==> config.mk <==
export PLATFORM = sky130hd
export DESIGN_NAME = ecg_slope_heart_rate_core
export DESIGN_NICKNAME = d
export VERILOG_FILES = /design/src/rtl/ecgshr_pkg.sv /design/src/rtl/ecg_slope_heart_rate_core.sv
export SDC_FILE = /design/constraint.sdc
export NUM_CORES = 1
export LEC_CHECK = 0
export BUFFER_PORTS_ARGS = -buffer_cell sky130_fd_sc_hd__buf_2
export CORE_ASPECT_RATIO = 1.5
export CORE_MARGIN = 3
export CORE_UTILIZATION = 45
export DETAILED_ROUTE_END_ITERATION = 7
export GPL_TIMING_DRIVEN = 0
export PLACE_DENSITY = 0.73
export SYNTH_ARGS = -nofsm -noshare
export SYNTH_HDL_FRONTEND = slang
export SYNTH_SLANG_ARGS = --single-unit
==> constraint.sdc <==
create_clock -name clk -period 8.27 [get_ports clk]
set_clock_uncertainty 0.2 [all_clocks]
set_input_delay 1.2405 -clock clk [delete_from_list [all_inputs] [get_ports clk]]
set_output_delay 1.2405 -clock clk [all_outputs]
set_load 0.1 [all_outputs]
==> src/rtl/ecgshr_pkg.sv <==
// shared types and constants for the ecg slope heart rate core
`timescale 1ns / 1ps

package ecgshr_pkg;

  localparam int SAMPLE_W = 16;
  localparam int RATE_W   = 20;
  localparam int SLOPE_W  = 18;
  localparam int INTV_W   = 16;
  localparam int TOUT_W   = 16;
  localparam int SRATE_W  = 14;
  localparam int CFG_W    = 18;
  localparam int INDEX_W  = 3;

  typedef logic [INDEX_W-1:0] reg_index_t;

  localparam reg_index_t REG_SLOPE_LOW     = 3'd0;
  localparam reg_index_t REG_SLOPE_HIGH    = 3'd1;
  localparam reg_index_t REG_MIN_INTERVAL  = 3'd2;
  localparam reg_index_t REG_TIMEOUT_LIMIT = 3'd3;
  localparam reg_index_t REG_SAMPLE_RATE   = 3'd4;

  localparam logic [SLOPE_W-1:0] SLOPE_LOW_RST     = 18'd100;
  localparam logic [SLOPE_W-1:0] SLOPE_HIGH_RST    = 18'd1000;
  localparam logic [INTV_W-1:0]  MIN_INTERVAL_RST  = 16'd60;
  localparam logic [TOUT_W-1:0]  TIMEOUT_LIMIT_RST = 16'd1000;
  localparam logic [SRATE_W-1:0] SAMPLE_RATE_RST   = 14'd500;

  // one quotient bit per divider step
  localparam int DIV_STEPS = RATE_W;
  localparam int DIV_CNT_W = $clog2(DIV_STEPS + 1);

endpackage

==> src/rtl/ecg_slope_heart_rate_core.sv <==
// ecg slope heart rate core: window, slope, peak tracking and rate division
//
//   channel   | signals                                  | role
//   ----------+------------------------------------------+-----------------------
//   sample    | sample_valid, sample_ready, sample[15:0] | ecg samples in
//   rate      | rate_valid, rate_ready, bpm[19:0]        | one rate per sample out
//   config    | cfg_write, cfg_index, cfg_data           | register writes
//
// a fill sample goes straight to output; a slope sample passes the slope states and
// evaluation, and the divider when a new rate is divided out (one quotient bit per
// cycle through the shared adder, which also forms the slope and peak distances).
// sample_ready is high only while the sequencer is idle; a finished item waits in
// the output register, and the core holds its result if rate is still stalled.
// rst is synchronous and restores the config and state registers to their defaults.
`timescale 1ns / 1ps

module ecg_slope_heart_rate_core #(
  parameter int WINDOW_LEN  = 5,
  parameter int COUNT_WIDTH = 16
) (
  input  logic                                clk,
  input  logic                                rst,
  input  logic                                sample_valid,
  output logic                                sample_ready,
  input  logic signed [ecgshr_pkg::SAMPLE_W-1:0] sample,
  output logic                                rate_valid,
  input  logic                                rate_ready,
  output logic [ecgshr_pkg::RATE_W-1:0]       bpm,
  input  logic                                cfg_write,
  input  logic [ecgshr_pkg::INDEX_W-1:0]      cfg_index,
  input  logic [ecgshr_pkg::CFG_W-1:0]        cfg_data
);

  localparam int SW        = ecgshr_pkg::SAMPLE_W;
  localparam int RW        = ecgshr_pkg::RATE_W;
  localparam int STORE_LEN = WINDOW_LEN - 1;
  localparam int FILL_W    = $clog2(WINDOW_LEN + 1);
  localparam int AW        = (COUNT_WIDTH + 2 > RW) ? COUNT_WIDTH + 2 : RW;
  localparam int TW        = (COUNT_WIDTH > ecgshr_pkg::TOUT_W) ? COUNT_WIDTH
                                                                : ecgshr_pkg::TOUT_W;

  localparam logic [3:0] S_IDLE = 4'd0;
  localparam logic [3:0] S_SLP1 = 4'd1;
  localparam logic [3:0] S_SLP2 = 4'd2;
  localparam logic [3:0] S_SLP3 = 4'd3;
  localparam logic [3:0] S_EVAL = 4'd4;
  localparam logic [3:0] S_PEAK = 4'd5;
  localparam logic [3:0] S_INTV = 4'd6;
  localparam logic [3:0] S_DIV  = 4'd7;
  localparam logic [3:0] S_PUT  = 4'd8;

  logic [3:0] state;

  logic [ecgshr_pkg::SLOPE_W-1:0] slope_low;
  logic [ecgshr_pkg::SLOPE_W-1:0] slope_high;
  logic [ecgshr_pkg::INTV_W-1:0]  min_interval;
  logic [ecgshr_pkg::TOUT_W-1:0]  timeout_limit;
  logic [ecgshr_pkg::SRATE_W-1:0] sample_rate_hz;

  logic [SW-1:0]          win [STORE_LEN];
  logic [SW-1:0]          xs;
  logic [FILL_W-1:0]      fill_count;
  logic [COUNT_WIDTH-1:0] sample_counter;
  logic [COUNT_WIDTH-1:0] first_position;
  logic [COUNT_WIDTH-1:0] second_position;
  logic [COUNT_WIDTH-1:0] timeout_count;
  logic                   first_seen;
  logic                   second_seen;
  logic [RW-1:0]          last_rate;
  logic                   zero_res;

  logic signed [AW-1:0]   acc;
  logic [COUNT_WIDTH-1:0] divisor;
  logic [COUNT_WIDTH-1:0] rem;
  logic [RW-1:0]          dvd;
  logic [ecgshr_pkg::DIV_CNT_W-1:0] div_cnt;

  // shared adder
  logic signed [AW-1:0] alu_a;
  logic signed [AW-1:0] alu_b;
  logic                 alu_sub;
  logic signed [AW-1:0] alu_res;

  logic [COUNT_WIDTH-1:0] sc_inc;
  logic [COUNT_WIDTH-1:0] tc_inc;
  logic                   below_low;
  logic                   above_high;
  logic                   above_low;
  logic [RW-1:0]          rate60;
  logic                   accept;

  assign accept       = sample_valid && sample_ready;
  assign sample_ready = (state == S_IDLE);

  assign sc_inc = (sample_counter == {COUNT_WIDTH{1'b1}}) ? sample_counter
                                                          : sample_counter + 1'b1;
  assign tc_inc = (timeout_count == {COUNT_WIDTH{1'b1}}) ? timeout_count
                                                         : timeout_count + 1'b1;

  assign below_low  = acc < $signed({{(AW-ecgshr_pkg::SLOPE_W){1'b0}}, slope_low});
  assign above_high = acc > $signed({{(AW-ecgshr_pkg::SLOPE_W){1'b0}}, slope_high});
  assign above_low  = acc > $signed({{(AW-ecgshr_pkg::SLOPE_W){1'b0}}, slope_low});

  // 60 * rate as 64x - 4x
  assign rate60 = {sample_rate_hz, 6'b0} - {4'b0, sample_rate_hz, 2'b0};

  always_comb begin
    alu_a   = '0;
    alu_b   = '0;
    alu_sub = 1'b0;
    unique case (state)
      S_SLP1: begin
        alu_a   = {{(AW-SW-1){xs[SW-1]}}, xs, 1'b0};
        alu_b   = {{(AW-SW-1){win[0][SW-1]}}, win[0], 1'b0};
        alu_sub = 1'b1;
      end
      S_SLP2: begin
        alu_a = acc;
        alu_b = {{(AW-SW){win[STORE_LEN-1][SW-1]}}, win[STORE_LEN-1]};
      end
      S_SLP3: begin
        alu_a   = acc;
        alu_b   = {{(AW-SW){win[1][SW-1]}}, win[1]};
        alu_sub = 1'b1;
      end
      S_PEAK: begin
        alu_a   = {{(AW-COUNT_WIDTH){1'b0}}, sample_counter};
        alu_b   = {{(AW-COUNT_WIDTH){1'b0}}, first_position};
        alu_sub = 1'b1;
      end
      S_INTV: begin
        alu_a   = {{(AW-COUNT_WIDTH){1'b0}}, second_position};
        alu_b   = {{(AW-COUNT_WIDTH){1'b0}}, first_position};
        alu_sub = 1'b1;
      end
      S_DIV: begin
        alu_a   = {{(AW-COUNT_WIDTH-1){1'b0}}, rem, dvd[RW-1]};
        alu_b   = {{(AW-COUNT_WIDTH){1'b0}}, divisor};
        alu_sub = 1'b1;
      end
      default: begin
        alu_a   = '0;
        alu_b   = '0;
        alu_sub = 1'b0;
      end
    endcase
    alu_res = alu_sub ? alu_a - alu_b : alu_a + alu_b;
  end

  // configuration registers
  always_ff @(posedge clk) begin
    if (rst) begin
      slope_low      <= ecgshr_pkg::SLOPE_LOW_RST;
      slope_high     <= ecgshr_pkg::SLOPE_HIGH_RST;
      min_interval   <= ecgshr_pkg::MIN_INTERVAL_RST;
      timeout_limit  <= ecgshr_pkg::TIMEOUT_LIMIT_RST;
      sample_rate_hz <= ecgshr_pkg::SAMPLE_RATE_RST;
    end else if (cfg_write) begin
      unique case (cfg_index)
        ecgshr_pkg::REG_SLOPE_LOW:     slope_low      <= cfg_data;
        ecgshr_pkg::REG_SLOPE_HIGH:    slope_high     <= cfg_data;
        ecgshr_pkg::REG_MIN_INTERVAL:  min_interval   <= cfg_data[ecgshr_pkg::INTV_W-1:0];
        ecgshr_pkg::REG_TIMEOUT_LIMIT: timeout_limit  <= cfg_data[ecgshr_pkg::TOUT_W-1:0];
        ecgshr_pkg::REG_SAMPLE_RATE:   sample_rate_hz <= cfg_data[ecgshr_pkg::SRATE_W-1:0];
        default: ;
      endcase
    end
  end

  // sample window shift line
  always_ff @(posedge clk) begin
    if ((accept && fill_count < FILL_W'(WINDOW_LEN)) || state == S_SLP3) begin
      for (int i = 0; i < STORE_LEN - 1; i++) begin
        win[i] <= win[i+1];
      end
      win[STORE_LEN-1] <= (state == S_SLP3) ? xs : sample;
    end
  end

  // datapath registers
  always_ff @(posedge clk) begin
    if (accept) begin
      xs <= sample;
    end
    if (state == S_SLP1 || state == S_SLP2 || state == S_SLP3) begin
      acc <= alu_res;
    end
    if (state == S_INTV) begin
      divisor <= alu_res[COUNT_WIDTH-1:0];
      rem     <= '0;
      dvd     <= rate60;
    end else if (state == S_DIV) begin
      if (!alu_res[AW-1]) begin
        rem <= alu_res[COUNT_WIDTH-1:0];
      end else begin
        rem <= alu_a[COUNT_WIDTH-1:0];
      end
      dvd <= {dvd[RW-2:0], ~alu_res[AW-1]};
    end
    if (state == S_PUT && (!rate_valid || rate_ready)) begin
      bpm <= zero_res ? '0 : last_rate;
    end
  end

  // sequencer and tracking state
  always_ff @(posedge clk) begin
    if (rst) begin
      state           <= S_IDLE;
      fill_count      <= '0;
      sample_counter  <= '0;
      first_position  <= '0;
      second_position <= '0;
      timeout_count   <= '0;
      first_seen      <= 1'b0;
      second_seen     <= 1'b0;
      last_rate       <= '0;
      zero_res        <= 1'b0;
      div_cnt         <= '0;
      rate_valid      <= 1'b0;
    end else begin
      if (rate_valid && rate_ready && state != S_PUT) begin
        rate_valid <= 1'b0;
      end
      unique case (state)
        S_IDLE: begin
          if (accept) begin
            if (fill_count < FILL_W'(WINDOW_LEN)) begin
              fill_count <= fill_count + 1'b1;
              zero_res   <= 1'b1;
              state      <= S_PUT;
            end else begin
              zero_res <= 1'b0;
              state    <= S_SLP1;
            end
          end
        end
        S_SLP1: state <= S_SLP2;
        S_SLP2: state <= S_SLP3;
        S_SLP3: state <= S_EVAL;
        S_EVAL: begin
          if (below_low || above_high) begin
            sample_counter <= sc_inc;
            timeout_count  <= tc_inc;
            if (TW'(tc_inc) > TW'(timeout_limit)) begin
              last_rate <= '0;
            end
            state <= S_PUT;
          end else begin
            timeout_count <= '0;
            if (!first_seen || !second_seen) begin
              if (above_low && first_seen) begin
                state <= S_PEAK;
              end else begin
                if (above_low) begin
                  first_seen     <= 1'b1;
                  first_position <= sample_counter;
                end
                sample_counter <= sc_inc;
                state          <= S_PUT;
              end
            end else begin
              state <= S_INTV;
            end
          end
        end
        S_PEAK: begin
          // second peak only counts once far enough from the first
          second_position <= sample_counter;
          second_seen     <= TW'(alu_res[COUNT_WIDTH-1:0]) >= TW'(min_interval);
          sample_counter  <= sc_inc;
          state           <= S_PUT;
        end
        S_INTV: begin
          first_seen     <= 1'b0;
          second_seen    <= 1'b0;
          sample_counter <= '0;
          div_cnt        <= ecgshr_pkg::DIV_CNT_W'(ecgshr_pkg::DIV_STEPS);
          if (alu_res[COUNT_WIDTH-1:0] == '0) begin
            last_rate <= '0;
            state     <= S_PUT;
          end else begin
            state <= S_DIV;
          end
        end
        S_DIV: begin
          div_cnt <= div_cnt - 1'b1;
          if (div_cnt == ecgshr_pkg::DIV_CNT_W'(1)) begin
            last_rate <= {dvd[RW-2:0], ~alu_res[AW-1]};
            state     <= S_PUT;
          end
        end
        S_PUT: begin
          if (!rate_valid || rate_ready) begin
            rate_valid <= 1'b1;
            state      <= S_IDLE;
          end
        end
        default: state <= S_IDLE;
      endcase
    end
  end

endmodule

After elaboration in Yosys (flattened, before gate mapping):

Memories as Yosys holds them, arrays and structs flattened.
Cells that the tools add are included.

* bits of input ports: 42
* memory bits (writable): 64
* output and inout port bits: 22
* register bits: 290
* memories kept: 1

Memory list
* win: depth 4, bits a word 16, rd ports 4, clocked after Yosys merged registers in 0, wr ports 4, line ecg_slope_heart_rate_core.sv:60 `logic [SW-1:0] win [STORE_LEN];`

* bitwise operators: 3
* eq/ne operators: 28
* $add $sub $neg: 7
* reductions and logical operators: 38
* magnitude comparators: 6
* mux-type cells: 42

Operator list (count)
* 20-bit one-hot mux with 5 select lines: 2
* 20-bit 2-to-1 mux: 7
* 16-bit 2-to-1 mux: 8
* 20-bit one-hot mux with 3 select lines: 1
* 16-bit one-hot mux with 3 select lines: 1
* 20-bit by 19-bit > comparator with 1-bit output: 2
* 4-bit one-hot mux with 9 select lines: 1
* 16-bit by 1-bit adder with 16-bit output (second input constant): 2
* 16-bit equality test (second input constant): 2
* 4-bit 2-to-1 mux: 8
* 20-bit adder: 1
* 20-bit by 19-bit < comparator with 1-bit output: 1
* 20-bit by 16-bit subtractor with 20-bit output: 1
* 20-bit subtractor: 1
* 4-bit by 3-bit equality test with 1-bit output (second input constant): 4
* 16-bit >= comparator: 1
* 16-bit > comparator: 1
* 16-bit logical NOT: 1
* 5-bit AND reduction: 3
* 2-bit inequality test (second input constant): 6
* 2-bit AND reduction: 6
* 1-bit 2-to-1 mux: 11
* 5-bit one-hot mux with 2 select lines: 1
* 3-bit AND reduction: 3
* 24 further kinds: 49

Longest topological paths before layout:

Gate-level depths: netlist (run 1).

* word-level depth: 8
* gate-level depth with buffers: 26
* depth with buffers taken out: 25

Least setup slack after synthesis (run 1):

Ideal clock, no wire load.

* path type: flip-flop to flip-flop
* start: register state[1]
* end: memory win[0][0] in the netlist's numbering (enable)
* clock period less this slack: 6.205 ns
* setup slack: 2.065 ns
* data arrival time: 5.572 ns
* library setup time: 0.432 ns
* path buffers: 2
* data required time: 7.638 ns
* stages on the path, launching flop included: 9
* cell sequence: dfxtp_1 -> buf_4 -> clkbuf_1 -> or2_2 -> nor3_1 -> nand2_1 -> inv_1 -> nand2_1 -> nand2b_1

RTL lines
* from (decl): line ecg_slope_heart_rate_core.sv:52 `logic [3:0] state;`
* from (signal assigned): line ecg_slope_heart_rate_core.sv:208 `state <= S_IDLE;`
* from (signal assigned): line ecg_slope_heart_rate_core.sv:230 `state <= S_PUT;`
* from (signal assigned): line ecg_slope_heart_rate_core.sv:233 `state <= S_SLP1;`
* to (decl): line ecg_slope_heart_rate_core.sv:60

Worst setup path in the final report (run 1):

* start: register state[1]
* end: register last_rate[13]

* cells in the longest elaborated chain, start to end: 8

Ends and longest elaborated chain
* 4-bit by 2-bit equality test with 1-bit output / 4-bit by 3-bit equality test with 1-bit output (equally long branches): line ecg_slope_heart_rate_core.sv:111 `unique case (state)`
* 2-bit OR reduction (no source line)
* 20-bit one-hot mux with 5 select lines: line ecg_slope_heart_rate_core.sv:111
* 20-bit adder / 20-bit subtractor (equally long branches): line ecg_slope_heart_rate_core.sv:147 `alu_res = alu_sub ? alu_a - alu_b : alu_a + alu_b;`
* 20-bit 2-to-1 mux *: line ecg_slope_heart_rate_core.sv:147
* named net alu_res[9]: line ecg_slope_heart_rate_core.sv:82 `logic signed [AW-1:0] alu_res;`
* 16-bit logical NOT *: line ecg_slope_heart_rate_core.sv:278 `if (alu_res[COUNT_WIDTH-1:0] == '0) begin`
* 2-bit by 1-bit inequality test with 1-bit output (no source line) *
* 5-bit AND reduction (no source line) *
* to (signal assigned): line ecg_slope_heart_rate_core.sv:288 `last_rate <= {dvd[RW-2:0], ~alu_res[AW-1]};`
* to (decl): line ecg_slope_heart_rate_core.sv:69 `logic [RW-1:0] last_rate;`

Mark *: on every way through the listed nets, which the timed path passes. The rest lies on a longest branch.
A chain may end at the register's enable or synchronous reset.

==> flow_metrics.tcl, run 1 <==
set metrics [dict create \
    diodes 0 \
    criticalPathCategory "flip-flop to flip-flop" \
    yosysTopAreaCellShare 0.261 \
    synth_edf_count 156 \
    rows 88 \
    dieArea_mm2 0.0423 \
    cts_tree "done" \
    cts-buffers-inserted 36 \
    cts.htree.levels 2 \
    via_count 14611 \
    drt_iter0_markers 1154 \
    clk_pin_slew_ns 0.06 \
    hp-class "flip-flop to flip-flop" \
    endpoint_kind "flip-flop" \
    holdBufCountCts 0 \
    powerDensity_mw_per_mm2 188 \
    async_flop_share 0 \
    min-delay-start "win[2][15]" \
    wl_per_cell_um 21.8 \
    hold_violations 0 \
    io_buffer_count 63 \
    coreArea_mm2 0.0389 \
    grt_pass1_vias 14607 \
    status "finished clean" \
    worst_pin_slew_ns 1.43 \
    relSlewSlack 0.0383 \
    setup_violations 0 \
    cts_buffer_depth 3 \
    reg2reg_depth 24 \
    final.setup.tns_ns 0 \
    r2r_start "state[1]" \
    yosys_warnings 0 \
    nFillCells 3533 \
    place.gp.congestion 0.977 \
    crit_start "state[1]" \
    max_cap_violations 0 \
    synth_top_cell_by_area "edfxtp_1" \
    netlist_area_mm2 0.0179 \
    die_h_um 250 \
    ioPinCount 64 \
    hpwl_mm 41.9 \
    leakagePower_nw 7.80 \
    swShare 0.242 \
    holdWs_ns 0.220 \
    pwr-share-clk 0.428 \
    track_usage 0.253 \
    rsz0062_at_grt "false" \
    start_kind "flip-flop" \
    ir_drop_v 0.000147 \
    ys.flop_type "dfxtp_1" \
    syn_inst 1884 \
    min_path_cells 0 \
    routed_wirelength_mm 54.6 \
    period_share 0.957 \
    avgSynthCellArea_um2 9.51 \
    cp_max_fo 25 \
    syn_nets 2031 \
    vias_per_cell 5.83 \
    fmax_mhz 126 \
    power.switching_w 0.000911 \
    p_int_w 0.00285 \
    drc 0 \
    ys_ff_latch 354 \
    antenna_found_initial 0 \
    clock_sinks 354 \
    dr.pass1.iters 7 \
    overflow 0 \
    yosysUniqueCellTypes 77 \
    report.final.slew_viol_count 0 \
    cts-root-buf "clkbuf_16" \
    postRouteAntennaNets 0 \
    comb_power_share 0.067 \
    seqPwrFrac 0.505 \
    initial_utilization 0.461 \
    insertion_delay_ns 0.54 \
    area_growth_pct 11.8 \
    drive_above_1_share 0.0904 \
    grt_pass1_wl_mm 83.1 \
    nets 2134 \
    required_ns 8.53 \
    synth.area.top_cells "edfxtp_1, dfxtp_1, ha_1" \
    crit_arrival_ns 8.17 \
    final_cell_mix "nand2_1, dfxtp_1, a21oi_1" \
    grt_max_degree 65 \
    fin_crit_ns 7.91 \
    layout_commonest_cell "nand2_1" \
    die_w_um 169 \
    seq_area_frac_synth 0.483 \
]
==> power groups by stage <==
stage	clock (W)	combinational [W]	sequential (W)
2_1_floorplan	0	0.000139	0.00195
3_3_place_gp	0	0.000243	0.00194
3_5_place_dp	0	0.000249	0.00194
4_1_cts	0.00162	0.000250	0.00190
5_1_grt	0.00169	0.000271	0.00191
6_report	0.00161	0.000250	0.00190
==> repair_timing <==
item,CTS,global route
endpoints found under the setup margin,33,37
setup buffers,0,0
resized for setup,3,3
gates cloned,0,0
==> layer usage <==
| layer | vias to the layer above | global-route usage | share of wire |
|---|---|---|---|
| met5 | - | 0 | 0 |
| met4 | 0 | 0.168 | 0.077 |
| met3 | 204 | 0.0341 | 0.048 |
| met2 | 561 | 0.453 | 0.51 |
| met1 | 6962 | 0.276 | 0.37 |
| li1 | 6884 | - | - |
==> state kept, by name, summed over array words and instances, names as in the netlist, 5 cells and up <==
register,flops
acc,20
bpm,20
div_cnt,5
divisor,16
dvd,20
first_position,16
last_rate,20
min_interval,16
rem,16
sample_counter,16
sample_rate_hz,14
second_position,16
slope_high,18
slope_low,18
timeout_count,16
timeout_limit,16
win,64
xs,16
==> synthesized netlist by cell type (13+ instances only) <==
master	number
mux2_2	22
nor2_1	123
xnor2_1	43
mux2i_1	37
ha_1	104
nand3b_1	39
nor2b_1	36
nand3_1	41
clkbuf_1	84
nor3_1	24
a21oi_1	188
o21ai_0	67
dfxtp_1	198
nand2_1	298
a21o_1	25
nand2b_1	13
o21a_1	16
xor2_1	33
inv_1	104
a222oi_1	19
and3_1	15
edfxtp_1	156
nand4_1	23
==> path summary, 6_finish.rpt <==
path | to | slack (ns)
worst min register to register | win[1][15] | 0.22
worst max register to register | last_rate[13] | 0.36
worst max-delay path | last_rate[13] | 0.36
worst min-delay path | win[1][15] | 0.22
==> worst max-delay path: stages, from the launching register on <==
cell        delay [ns]
dfxtp_1           0.49
buf_4             0.26
clkbuf_1          0.48
clkbuf_1          0.50
nand2_1           0.23
clkinvlp_4        0.43
nand2_1           0.30
inv_1             0.14
clkbuf_2          0.32
clkbuf_4          0.50
nand2_1           0.11
nand3_1           0.12
ha_1              0.30
o21a_1            0.19
o32ai_1           0.60
a31oi_1           0.31
xor2_1            0.32
nor2_1            0.15
nor4b_1           0.56
nand4b_1          0.28
nor2_1            0.23
a221oi_2          0.12
clkbuf_1          0.26
nand3b_1          0.22
a21oi_1           0.19
==> cell families after synthesis <==
| logic type | after synthesis | synth area share |
|---|---|---|
| simple gates | 673 | 0.179 |
| compound gates | 410 | 0.143 |
| flops | 354 | 0.483 |
| buf+inv | 199 | 0.0427 |
| fa+ha+maj | 105 | 0.0737 |
| xor+xnor | 79 | 0.0411 |
| mux | 64 | 0.0376 |
==> through the flow <==
stage / setup WS (ns) / power [W] / area [µm²] / std cells / util
floorplan: 2.07 / 0.00209 / 17900 / 1884 / -
global placement: -1.09 / 0.00218 / 18900 / 2442 / 0.485
detailed placement: -0.526 / 0.00219 / 18900 / 2444 / 0.486
CTS: 0.0413 / 0.00378 / 20000 / 2508 / 0.516
global route: 0.0261 / 0.00387 / 20000 / 2508 / 0.516
finish: 0.357 / 0.00376 / 20000 / 2508 / 0.516
==> area by class of cell <==
| type | count | area (µm²) | share of cell area |
|---|---|---|---|
| plain buffers | 94 | 377 | 0.0188 |
| clock buffers | 43 | 968 | 0.0483 |
| clock inverters | 21 | 163 | 0.00811 |
| inverters | 105 | 398 | 0.0198 |
| multi-input cells | 1331 | 8530 | 0.426 |
| flip-flops and latches | 354 | 8650 | 0.431 |
| well taps | 495 | 619 | 0.0309 |
| repair buffers | 65 | 338 | 0.0169 |
No activity file was read; power rests on OpenSTA's default activity.
==> inputs of run 2 (changes only) <==
CELL_PAD_IN_SITES_DETAIL_PLACEMENT = 1   (was not set)
CELL_PAD_IN_SITES_GLOBAL_PLACEMENT = 1   (was not set)
PLACE_DENSITY = not set   (was 0.73)
PLACE_DENSITY_LB_ADDON = 0.08   (was not set)
==> flow_metrics.tcl, run 2 (same netlist as run 1, synthesis figures left out) <==
set metrics [dict create \
    period_share 0.952 \
    slowest_delay_ns 0.60 \
    drive_above_1_share 0.0946 \
    r2r_start "state[1]" \
    drt_iter0_markers 1065 \
    crit_end "last_rate[12]" \
    postRouteAntennaNets 0 \
    place_ws_ns -0.625 \
    cts_buffer_depth 3 \
    antenna_found_initial 0 \
    setup_violations 0 \
    powerDensity_mw_per_mm2 194 \
    initial_utilization 0.461 \
    die_w_um 169 \
    dpl_cell_area_mm2 0.0189 \
    track_usage 0.298 \
    coreArea_mm2 0.0389 \
    post-cts-setup-buffers 0 \
    routed_wirelength_mm 63.7 \
    final_util 0.520 \
    largest_register_ffs 64 \
    relSlewSlack 0.284 \
    grt_max_degree 65 \
    grt_pass1_wl_mm 95.4 \
    cts-buffers-inserted 38 \
    criticalPathCategory "flip-flop to flip-flop" \
    grt_pass1_vias 15680 \
    cp_slowest_cell "dfxtp_1" \
    fmax_mhz 127 \
    ioPinCount 64 \
    fin_total_pwr_w 0.00392 \
    rsz0062_at_grt "false" \
    timing.final.ws_setup_ns 0.394 \
    fin_crit_ns 7.88 \
    overflow 0 \
    nets 2136 \
    layout_commonest_cell "nand2_1" \
    nFillCells 4419 \
    leakagePower_nw 7.90 \
    wl_per_cell_um 25.3 \
    endpoint_kind "flip-flop" \
    max_cap_violations 0 \
    area_growth_pct 12.8 \
    finish.instance_area_mm2 0.0202 \
    die_h_um 250 \
    violations "DRC" \
    via_count 14923 \
    hold_violations 0 \
    cts.htree.levels 2 \
    p_int_w 0.00297 \
    place.gp.congestion 0.967 \
    clk_pin_slew_ns 0.07 \
    rrSetupSlack_ns 0.39 \
    clock_sinks 354 \
    cp_max_fo 25 \
    cpMostUsedCell "clkbuf_1" \
    swShare 0.243 \
    seqPwrFrac 0.486 \
    report.final.slew_viol_count 0 \
    required_ns 8.54 \
    vias_per_cell 5.94 \
    worst_pin_slew_ns 1.07 \
    crit_start "state[1]" \
    status "finished, violations left" \
    cts-root-buf "clkbuf_16" \
    multi_input_area_mm2 0.00857 \
    final_cell_mix "nand2_1, dfxtp_1, a21oi_1" \
    reg2reg_depth 25 \
    crit-reg2reg-capture "last_rate[12]" \
    diodes 0 \
    insertion_delay_ns 0.56 \
    comb_power_share 0.066 \
    pwr-share-clk 0.448 \
    rows 88 \
    hp-class "flip-flop to flip-flop" \
    drc 1 \
    crit_arrival_ns 8.14 \
    hpwl_mm 49.1 \
    top_register "win" \
    io_buffer_count 63 \
    power.switching_w 0.000953 \
    start_kind "flip-flop" \
    ir_drop_v 0.000227 \
    dieArea_mm2 0.0423 \
    cts_tree "done" \
    register_area_mm2 0.00865 \
    dr.pass1.iters 8 \
    final.setup.tns_ns 0 \
]
[run 2: cell types whose count changed in the layout (fill, tap and decap cells not counted), sizes merged]
cell,previous run,this run
inv,105,106
clkinv,14,9
clkinvlp,5,2
buf,74,75
clkbuf,128,139
[run 2: how the worst min path moves through the flow]
stage / from / endpoint / slack [ns] / cells after the start
6_report: win[2][12] / win[1][12] / 0.22 / 0
5_1_grt: win[2][15] / win[1][15] / 0.23 / 0
4_1_cts: win[2][15] / win[1][15] / 0.22 / 0
3_5_place_dp: win[2][9] / win[1][9] / 0.21 / 0
3_3_place_gp: win[2][10] / win[1][10] / 0.20 / 0
2_1_floorplan: win[2][0] / win[1][0] / 0.20 / 0
[run 2: power by group through the flow]
| stage | Clock, W | Combinational (W) | Sequential (W) |
|---|---|---|---|
| finish | 0.00176 | 0.000258 | 0.00190 |
| global placement | 0 | 0.000249 | 0.00194 |
| detailed placement | 0 | 0.000257 | 0.00194 |
| floorplan | 0 | 0.000139 | 0.00195 |
| global route | 0.00185 | 0.000280 | 0.00191 |
| CTS | 0.00179 | 0.000260 | 0.00190 |
[run 2: timing repair]
item                                    4_1_cts  5_1_grt
hold buffers                                  0        0
resized for setup                             6        4
endpoints found under the setup margin       33       21
[run 2: metrics by stage]
stage / hold slack [ns] / std cells
after floorplan: 0.200 / 1884
after global placement: 0.202 / 2442
after CTS: 0.219 / 2513
final: 0.222 / 2513
after detailed placement: 0.207 / 2444
after global routing: 0.232 / 2513
[run 2: cell type report]
class	instances	share of cell area
buffer	94	0.0186
clock buffer	55	0.0555
clock inverter	14	0.00712
inverter	105	0.0197
multi-input combinational	1331	0.424
sequential	354	0.428
tap	495	0.0306
timing repair buffer	65	0.0165
[run 2: per-layer routing]
metal | track usage | vias up | wire [µm]
met1 | 0.320 | 7419 | 23200
met2 | 0.551 | 430 | 33500
li1 | - | 6894 | -
met5 | 0 | - | 0
met4 | 0.179 | 0 | 4610
met3 | 0.0343 | 180 | 2350
[run 2: worst max-delay path, delay by kind of cell (launching register included)]
kind | cells | cell delay [ns]
buffers and inverters | 9 | 3.00
and+or+nand+nor | 8 | 2.21
AOI/OAI and AO/OA | 6 | 1.20
DFF | 1 | 0.60
adders and majority gates | 2 | 0.52
